--- config.mk ---
export PLATFORM = sky130hd
export DESIGN_NAME = model_format_sniffer_core_flat
export DESIGN_NICKNAME = d
export VERILOG_FILES = /design/src/rtl/mfs_pkg.sv /design/src/rtl/mfs_if.sv /design/src/rtl/model_format_sniffer_core.sv /design/src/flat_wrapper.sv
export SDC_FILE = /design/constraint.sdc
export NUM_CORES = 1
export LEC_CHECK = 0
export ABC_CLOCK_PERIOD_IN_PS = 13550
export BUFFER_PORTS_ARGS = -buffer_cell sky130_fd_sc_hd__buf_2
export CORE_MARGIN = 2
export CORE_UTILIZATION = 60
export CTS_BUF_LIST = sky130_fd_sc_hd__clkbuf_4 sky130_fd_sc_hd__clkbuf_8 sky130_fd_sc_hd__clkbuf_16
export DETAILED_ROUTE_END_ITERATION = 10
export PLACE_DENSITY = 0.77
export SETUP_SLACK_MARGIN = 0.2
export SYNTH_ARGS = -nofsm -noshare
export SYNTH_HDL_FRONTEND = slang
export SYNTH_SLANG_ARGS = --single-unit
--- constraint.sdc ---
create_clock -name clock -period 13.55 [get_ports clock]
set_input_delay 2.71 -clock clock [delete_from_list [all_inputs] [get_ports clock]]
set_output_delay 2.71 -clock clock [all_outputs]
set_load 0.1 [all_outputs]
--- src/rtl/mfs_pkg.sv ---
package mfs_pkg;

   // Default length of the leading region scanned for the 3MF part name
   localparam int unsigned SEARCH_WINDOW_DEF = 4096;

   // Size thresholds, in bytes
   localparam int unsigned MIN_SIZE      = 20;
   localparam int unsigned FBXB_MIN_SIZE = 23;
   localparam int unsigned IGES_MIN_SIZE = 80;
   localparam int unsigned IGES_FLAG_POS = 72;

   // Header prefixes
   localparam int unsigned PREFIX_NUM = 7;
   localparam int unsigned PREFIX_MAX = 18;
   localparam int unsigned PIDX_W     = $clog2(PREFIX_MAX);

   localparam int unsigned PFX_FBXB  = 0;  // FBX binary signature text
   localparam int unsigned PFX_FBXA  = 1;  // "; FBX"
   localparam int unsigned PFX_USDC  = 2;  // "PXR-USDC"
   localparam int unsigned PFX_ZIPLH = 3;  // "PK" 03 04, zip local header
   localparam int unsigned PFX_USDA  = 4;  // "#usda"
   localparam int unsigned PFX_ZIP   = 5;  // "PK"
   localparam int unsigned PFX_STEP  = 6;  // "ISO-10303-21"

   localparam int unsigned PREFIX_LEN [PREFIX_NUM] = '{18, 5, 8, 4, 5, 2, 12};

   localparam logic [7:0] PREFIX_TEXT [PREFIX_NUM][PREFIX_MAX] = '{
      '{8'h4B, 8'h61, 8'h79, 8'h64, 8'h61, 8'h72, 8'h61, 8'h20, 8'h46,
        8'h42, 8'h58, 8'h20, 8'h42, 8'h69, 8'h6E, 8'h61, 8'h72, 8'h79},
      '{8'h3B, 8'h20, 8'h46, 8'h42, 8'h58, 8'h00, 8'h00, 8'h00, 8'h00,
        8'h00, 8'h00, 8'h00, 8'h00, 8'h00, 8'h00, 8'h00, 8'h00, 8'h00},
      '{8'h50, 8'h58, 8'h52, 8'h2D, 8'h55, 8'h53, 8'h44, 8'h43, 8'h00,
        8'h00, 8'h00, 8'h00, 8'h00, 8'h00, 8'h00, 8'h00, 8'h00, 8'h00},
      '{8'h50, 8'h4B, 8'h03, 8'h04, 8'h00, 8'h00, 8'h00, 8'h00, 8'h00,
        8'h00, 8'h00, 8'h00, 8'h00, 8'h00, 8'h00, 8'h00, 8'h00, 8'h00},
      '{8'h23, 8'h75, 8'h73, 8'h64, 8'h61, 8'h00, 8'h00, 8'h00, 8'h00,
        8'h00, 8'h00, 8'h00, 8'h00, 8'h00, 8'h00, 8'h00, 8'h00, 8'h00},
      '{8'h50, 8'h4B, 8'h00, 8'h00, 8'h00, 8'h00, 8'h00, 8'h00, 8'h00,
        8'h00, 8'h00, 8'h00, 8'h00, 8'h00, 8'h00, 8'h00, 8'h00, 8'h00},
      '{8'h49, 8'h53, 8'h4F, 8'h2D, 8'h31, 8'h30, 8'h33, 8'h30, 8'h33,
        8'h2D, 8'h32, 8'h31, 8'h00, 8'h00, 8'h00, 8'h00, 8'h00, 8'h00}
   };

   // 3MF part name "3dmodel.model"; the history holds all but its last byte
   localparam int unsigned NAME_LEN = 13;
   localparam int unsigned HIST_LEN = NAME_LEN - 1;
   localparam logic [7:0] NAME_TEXT [NAME_LEN] = '{
      8'h33, 8'h64, 8'h6D, 8'h6F, 8'h64, 8'h65, 8'h6C,
      8'h2E, 8'h6D, 8'h6F, 8'h64, 8'h65, 8'h6C
   };

   // IGES section letters at the flag offset
   localparam logic [7:0] IGES_S = 8'h53;
   localparam logic [7:0] IGES_G = 8'h47;
   localparam logic [7:0] IGES_D = 8'h44;

   typedef enum logic [3:0] {
      FMT_UNKNOWN  = 4'd0,
      FMT_FBX_BIN  = 4'd1,
      FMT_FBX_ASC  = 4'd2,
      FMT_USD_CRT  = 4'd3,
      FMT_USDZ     = 4'd4,
      FMT_USD_ASC  = 4'd5,
      FMT_3MF      = 4'd6,
      FMT_STEP     = 4'd7,
      FMT_IGES     = 4'd8
   } format_type;

endpackage

--- src/rtl/mfs_if.sv ---
interface mfs_req_if;
   logic       valid;
   logic       ready;
   logic [7:0] data_byte;
   logic       last_byte;

   modport source (output valid, output data_byte, output last_byte, input ready);
   modport sink (input valid, input data_byte, input last_byte, output ready);
endinterface

interface mfs_rsp_if;
   logic       valid;
   logic       ready;
   logic [3:0] format_code;

   modport source (output valid, output format_code, input ready);
   modport sink (input valid, input format_code, output ready);
endinterface

--- src/rtl/model_format_sniffer_core.sv ---
// Model file format sniffer. Stream a file in as one byte per item, offset zero
// first, and mark the final byte with last_byte; one item with the format code
// comes out in the cycle after that final byte, and the detector is then clear for
// the next file. A byte is taken every cycle: the only stall is when the result
// register still holds an unread code and the sink is not taking it this cycle.
// Detection covers the fixed header prefixes (FBX binary and ASCII, USD crate
// and ASCII, zip heads, STEP), the 3MF part name inside the first SEARCH_WINDOW
// bytes (a name ending on the window's last byte counts), and the IGES section
// letter at offset 72. Files shorter than 20 bytes always report unknown; only
// the last byte of a file produces a result.
module model_format_sniffer_core #(
   parameter int unsigned SEARCH_WINDOW = mfs_pkg::SEARCH_WINDOW_DEF
) (
   input logic        clock,
   input logic        reset,
   mfs_req_if.sink    req,
   mfs_rsp_if.source  rsp
);

   // Position saturates past both the window and the IGES size test
   localparam int unsigned POS_CAP = (SEARCH_WINDOW > mfs_pkg::IGES_MIN_SIZE) ?
                                     SEARCH_WINDOW : mfs_pkg::IGES_MIN_SIZE;
   localparam int unsigned POS_W   = $clog2(POS_CAP + 1);

   logic [POS_W-1:0]                pos_ff, pos_in;
   logic [mfs_pkg::PREFIX_NUM-1:0]  alive_ff, alive_in, alive_next;
   logic [7:0]                      recent_ff [mfs_pkg::HIST_LEN];
   logic                            name_found_ff, name_found_in, name_next;
   logic                            iges_ff, iges_in, iges_next;
   logic                            name_hit;
   logic                            rsp_valid_ff, rsp_valid_in;
   mfs_pkg::format_type             code_ff, code_in;
   logic                            accept;
   logic                            last_accept;

   assign req.ready   = !rsp_valid_ff || rsp.ready;
   assign accept      = req.valid && req.ready;
   assign last_accept = accept && req.last_byte;

   assign rsp.valid       = rsp_valid_ff;
   assign rsp.format_code = code_ff;

   // Per-byte compares: prefixes, name close, IGES flag
   always_comb begin
      alive_next = alive_ff;
      for (int k = 0; k < mfs_pkg::PREFIX_NUM; k++) begin
         if (pos_ff < POS_W'(mfs_pkg::PREFIX_LEN[k]) &&
             req.data_byte != mfs_pkg::PREFIX_TEXT[k][pos_ff[mfs_pkg::PIDX_W-1:0]]) begin
            alive_next[k] = 1'b0;
         end
      end

      // The current byte closes a match when the twelve before it spell the rest
      name_hit = (pos_ff >= POS_W'(mfs_pkg::HIST_LEN)) &&
                 (pos_ff < POS_W'(SEARCH_WINDOW)) &&
                 (req.data_byte == mfs_pkg::NAME_TEXT[mfs_pkg::NAME_LEN-1]);
      for (int k = 0; k < mfs_pkg::HIST_LEN; k++) begin
         if (recent_ff[k] != mfs_pkg::NAME_TEXT[k]) begin
            name_hit = 1'b0;
         end
      end
      name_next = name_found_ff || name_hit;

      iges_next = iges_ff ||
                  ((pos_ff == POS_W'(mfs_pkg::IGES_FLAG_POS)) &&
                   (req.data_byte inside {mfs_pkg::IGES_S, mfs_pkg::IGES_G,
                                          mfs_pkg::IGES_D}));
   end

   // Decision on the final byte; size is pos_ff + 1, so thresholds drop by one
   always_comb begin
      if (pos_ff < POS_W'(mfs_pkg::MIN_SIZE - 1)) begin
         code_in = mfs_pkg::FMT_UNKNOWN;
      end else if (alive_next[mfs_pkg::PFX_FBXB] &&
                   pos_ff >= POS_W'(mfs_pkg::FBXB_MIN_SIZE - 1)) begin
         code_in = mfs_pkg::FMT_FBX_BIN;
      end else if (alive_next[mfs_pkg::PFX_FBXA]) begin
         code_in = mfs_pkg::FMT_FBX_ASC;
      end else if (alive_next[mfs_pkg::PFX_USDC]) begin
         code_in = mfs_pkg::FMT_USD_CRT;
      end else if (alive_next[mfs_pkg::PFX_ZIP] && name_next) begin
         code_in = mfs_pkg::FMT_3MF;
      end else if (alive_next[mfs_pkg::PFX_ZIPLH]) begin
         code_in = mfs_pkg::FMT_USDZ;
      end else if (alive_next[mfs_pkg::PFX_USDA]) begin
         code_in = mfs_pkg::FMT_USD_ASC;
      end else if (alive_next[mfs_pkg::PFX_STEP]) begin
         code_in = mfs_pkg::FMT_STEP;
      end else if (pos_ff >= POS_W'(mfs_pkg::IGES_MIN_SIZE - 1) && iges_next) begin
         code_in = mfs_pkg::FMT_IGES;
      end else begin
         code_in = mfs_pkg::FMT_UNKNOWN;
      end
   end

   // Next state: advance on each byte, clear at the end of a file
   always_comb begin
      pos_in        = pos_ff;
      alive_in      = alive_ff;
      name_found_in = name_found_ff;
      iges_in       = iges_ff;
      if (accept) begin
         if (req.last_byte) begin
            pos_in        = '0;
            alive_in      = '1;
            name_found_in = 1'b0;
            iges_in       = 1'b0;
         end else begin
            pos_in        = (pos_ff < POS_W'(POS_CAP)) ? pos_ff + POS_W'(1) : pos_ff;
            alive_in      = alive_next;
            name_found_in = name_next;
            iges_in       = iges_next;
         end
      end

      // Hold the result until the sink takes it
      rsp_valid_in = rsp_valid_ff;
      if (last_accept) begin
         rsp_valid_in = 1'b1;
      end else if (rsp.ready) begin
         rsp_valid_in = 1'b0;
      end
   end

   always_ff @(posedge clock) begin
      if (reset) begin
         pos_ff        <= '0;
         alive_ff      <= '1;
         name_found_ff <= 1'b0;
         iges_ff       <= 1'b0;
         rsp_valid_ff  <= 1'b0;
      end else begin
         pos_ff        <= pos_in;
         alive_ff      <= alive_in;
         name_found_ff <= name_found_in;
         iges_ff       <= iges_in;
         rsp_valid_ff  <= rsp_valid_in;
      end
   end

   // History needs no clear: a name match is only tested once twelve bytes
   // of the current file have shifted in
   always_ff @(posedge clock) begin
      if (accept) begin
         for (int k = 0; k < mfs_pkg::HIST_LEN - 1; k++) begin
            recent_ff[k] <= recent_ff[k+1];
         end
         recent_ff[mfs_pkg::HIST_LEN-1] <= req.data_byte;
      end
      if (last_accept) begin
         code_ff <= code_in;
      end
   end

   // A result appears only after a final byte was taken
   a_rsp_after_last: assert property (@(posedge clock) disable iff (reset)
      $rose(rsp_valid_ff) |-> $past(last_accept))
      else $error("result raised without a final byte");

   // State is back to its idle values after each file
   a_clear_after_last: assert property (@(posedge clock) disable iff (reset)
      last_accept |=> (pos_ff == '0) && (alive_ff == '1) && !name_found_ff && !iges_ff)
      else $error("state not cleared after final byte");

   // Short files always classify as unknown
   a_short_unknown: assert property (@(posedge clock) disable iff (reset)
      (last_accept && pos_ff < POS_W'(mfs_pkg::MIN_SIZE - 1)) |=>
      (rsp_valid_ff && code_ff == mfs_pkg::FMT_UNKNOWN))
      else $error("short file not reported unknown");

   // Position saturates at its cap
   a_pos_cap: assert property (@(posedge clock) disable iff (reset)
      pos_ff <= POS_W'(POS_CAP))
      else $error("byte position beyond cap");

endmodule

--- src/flat_wrapper.sv ---
// flat-port wrapper written by rule: the top's interface ports become plain ports
module model_format_sniffer_core_flat 
#(
   parameter int unsigned SEARCH_WINDOW = mfs_pkg::SEARCH_WINDOW_DEF
)
  (clock, reset, req_valid, req_data_byte, req_last_byte, req_ready, rsp_valid, rsp_format_code, rsp_ready);
  mfs_req_if req_i ();
  mfs_rsp_if rsp_i ();
  input logic clock;
  input logic reset;
  input wire logic [$bits(req_i.valid)-1:0] req_valid;
  input wire logic [$bits(req_i.data_byte)-1:0] req_data_byte;
  input wire logic [$bits(req_i.last_byte)-1:0] req_last_byte;
  output wire logic [$bits(req_i.ready)-1:0] req_ready;
  output wire logic [$bits(rsp_i.valid)-1:0] rsp_valid;
  output wire logic [$bits(rsp_i.format_code)-1:0] rsp_format_code;
  input wire logic [$bits(rsp_i.ready)-1:0] rsp_ready;
  assign req_i.valid = req_valid;
  assign req_i.data_byte = req_data_byte;
  assign req_i.last_byte = req_last_byte;
  assign req_ready = req_i.ready;
  assign rsp_valid = rsp_i.valid;
  assign rsp_format_code = rsp_i.format_code;
  assign rsp_i.ready = rsp_ready;
  model_format_sniffer_core #(.SEARCH_WINDOW(SEARCH_WINDOW)) u_core (.clock(clock), .reset(reset), .req(req_i), .rsp(rsp_i));
endmodule
==> results.md <==
- Most frequent cells in the layout: 100 x edfxtp_1, 29 x a21oi_1, 29 x nor2_1
- Synth top area share: 50.9%
- Clock Tree Buf Depth: 2
- Max Cap Viol: 0
- Final Max Tran Viols: 0
- Root buf cell: clkbuf_8
- Synth warn: 0
- Yosys cell types: 75
- Fin Clk Skew: 6.15 ps
- Diode count: 0
- Min Tclk post-route: between 6000 and 7000 ps
- Final hold viol count: 0
- DP Cell Count: 611
- Final instance area: roughly 6600 um^2
- Startpoint class of the critical path: input pin
- Post-synth ARST share: 0%
- Placed cell area: 6010 um^2
- Worst-margin pin slew: roughly 1200 ps
- GRT Total Usage: between 20% and 30%
- Crit Path Class: input pin to output pin
- Syn Inst Count: 487
- First-pass GRT wire length: between 15000 and 20000 um
- # IOs: 19
- Post-CTS setup buffer count: 0
- CP Max Fanout: 3
- Bufs and invs on worst path: 2
- Vias in the first global route: around 3.8k
- Max transition margin: 21.1%
- Outcome: complete, no violations
- CP Cell Sequence: buf_2 -> nand2b_1 -> buf_2
- CTS-repair resized insts: 0
- Final Power: between 0.9 and 1 mW
- Num rows: 36
- Total grt overflow: 0
- Top delay family on crit path: buffers and inverters
- Number of DRC markers in iteration 0: between 400 and 500
- Number of synthesized register bits: about 120
- Final period util: 44.7%
- Required @ worst endpoint: about 11000 ps
- PortBufs: 18
- Routed WL per cell: a little under 20 um
- Cell mode on critical path: buf_2
- CTS Sinks: 123
- Initial Util: between 60 and 70%
- Synthesized net count: 510
- Fmax: approximately 170 MHz
- Most common cell after layout, fill and taps aside: edfxtp_1
- Post-synth EDFFs: 100
- Clock latency on the worst-skew pair: about 520 ps
- Pwr dens: approximately 140 nW/um^2
- Ys flop type: edfxtp_1
- Synth area leader: edfxtp_1
- Number of routed nets with antenna violations: 0
- CP Capture Type: output pin
- Hold Crit Class: register to register
- H-Tree Depth: 4
- Share of post-route cells with drive strength above 1: between 10% and 20%
- Pre-CTS WS: around 7500 ps
- Worst VDD drop: just under 80 uV
- P_leak: roughly 2.3 nW
- Nets: between 500 and 600
- Vias per cell: between 6 and 7
- WL final: roughly 13000 um
- Setup TNS: 0 ps
- Cts hold-fix bufs: 0
- CTS buffer count: 17
- CTS tree: done
- Hold Worst Slack: ~440 ps
- Top cells by area, synth: edfxtp_1 51%, dfxtp_1 7.8%, a21oi_1 2.5%
- Mapped Area: approximately 5900 um^2
- Router iterations before antenna repair: 6
- Post-detail-place hpwl: just over 8000 um
- Vias post-DR: around 4k
- Syn avg cell area: 12.1 um^2
- Area Overhead vs Synth: 11.3%
- Largest net degree at the start of global routing: slightly below 100
- Finished Layout Cells: ~640
- Sequential fraction of the synthesis area: ~59%
- Fin util: 68.1%
- Die X: 103 um
- Crit path DAT: roughly 3400 ps
- Core Box Area: 9640 um^2
- # setup viols final: 0
- Gpl congestion: roughly 0.94
- Die area: between 10000 and 15000 um^2
- Clock Pin Slew Worst Setup and Hold Paths: approximately 60 ps
- Final setup margin: between 7000 and 8000 ps
- Die Span Y: ~100 um
- Initial antenna violation count: 0
- Largest stage delay, worst path: around 440 ps
- RSZ-0062 raised after global routing: false
- DRC violations left: 0
- Crit path max-delay cell type: buf_2
[kinds of logic (layout without fill, tap and decap cells)]
logic type	count (synthesis)	after routing	synth area share [%]
XOR/XNOR	29	29	4.43
AO/OA/AOI/OAI	116	116	13.3
multiplexers	6	6	1.02
AND/OR/NAND/NOR	160	160	16.6
flip-flops	123	123	58.7
adder cells (fa/ha/maj)	10	10	2.12
buffers and inverters	43	64	3.80
[state kept, by name, summed over array words and instances (netlist names)]
name and cells:
u_core.recent_ff 96, u_core.pos_ff 13, u_core.alive_ff 7, u_core.rsp.format_code 4, u_core.iges_ff 1, u_core.name_found_ff 1, u_core.rsp.valid 1
[path summary, 6_finish.rpt]
path	from	endpoint	slack [ps]	depth (start not counted)
min reg2reg	u_core.recent_ff[1][6]	u_core.recent_ff[0][30]	440	0
min	u_core.recent_ff[1][6]	u_core.recent_ff[0][30]	440	0
max	rsp_ready	req_ready	7490	3
max reg2reg	u_core.pos_ff[1]	u_core.rsp.format_code[3]	9730	10
[power breakdown]
part	switching (mW)	total [mW]	internal [mW]
combinational	0.0402	0.0597	0.0195
sequential	0.0130	0.448	0.435
clock	0.162	0.423	0.261
[synth_stat cells, types with 4 or more instances]
master	count
a211o_1	5
a211oi_1	5
a21o_1	4
a21oi_1	29
a31oi_1	4
buf_2	16
clkbuf_1	9
dfxtp_1	23
edfxtp_1	100
ha_1	10
inv_1	11
mux2i_1	6
nand2_1	27
nand2b_1	7
nand3_1	8
nand4_1	13
nor2_1	29
nor2b_1	8
nor3_1	10
nor4b_1	8
nor4bb_1	11
o211ai_1	4
o21ai_0	23
o22ai_1	4
o31ai_1	7
or3_1	5
xnor2_1	15
xor2_1	13
[worst reg2reg max path: stages, from the launching register on]
cell	delay [ps]
dfxtp_1	730
ha_1	690
inv_1	250
ha_1	280
nor3b_1	150
xnor2_1	140
and3_1	170
nand4_1	120
o41ai_1	670
nor3_1	130
and4bb_1	240
[area by class of cell]
class | count | area (um^2)
clock buffer | 17 | 414
tap | 133 | 166
fill | 735 | 3070
multi-input combinational | 321 | 2210
timing repair buffer | 22 | 120
clock inverter | 13 | 145
inverter | 12 | 46.3
sequential | 123 | 3460
[per-layer routing]
layer | share of wire, % | track usage, % | up-vias | wire length, um
li1 | - | - | 1886 | -
met1 | 45 | 34.6 | 1979 | 5680
met2 | 46 | 37.2 | 148 | 5840
met3 | 7.2 | 8.81 | 17 | 909
met4 | 1.4 | 8.60 | 0 | 175
met5 | 0 | 0 | - | 0
(Power assumes the default switching activity.)
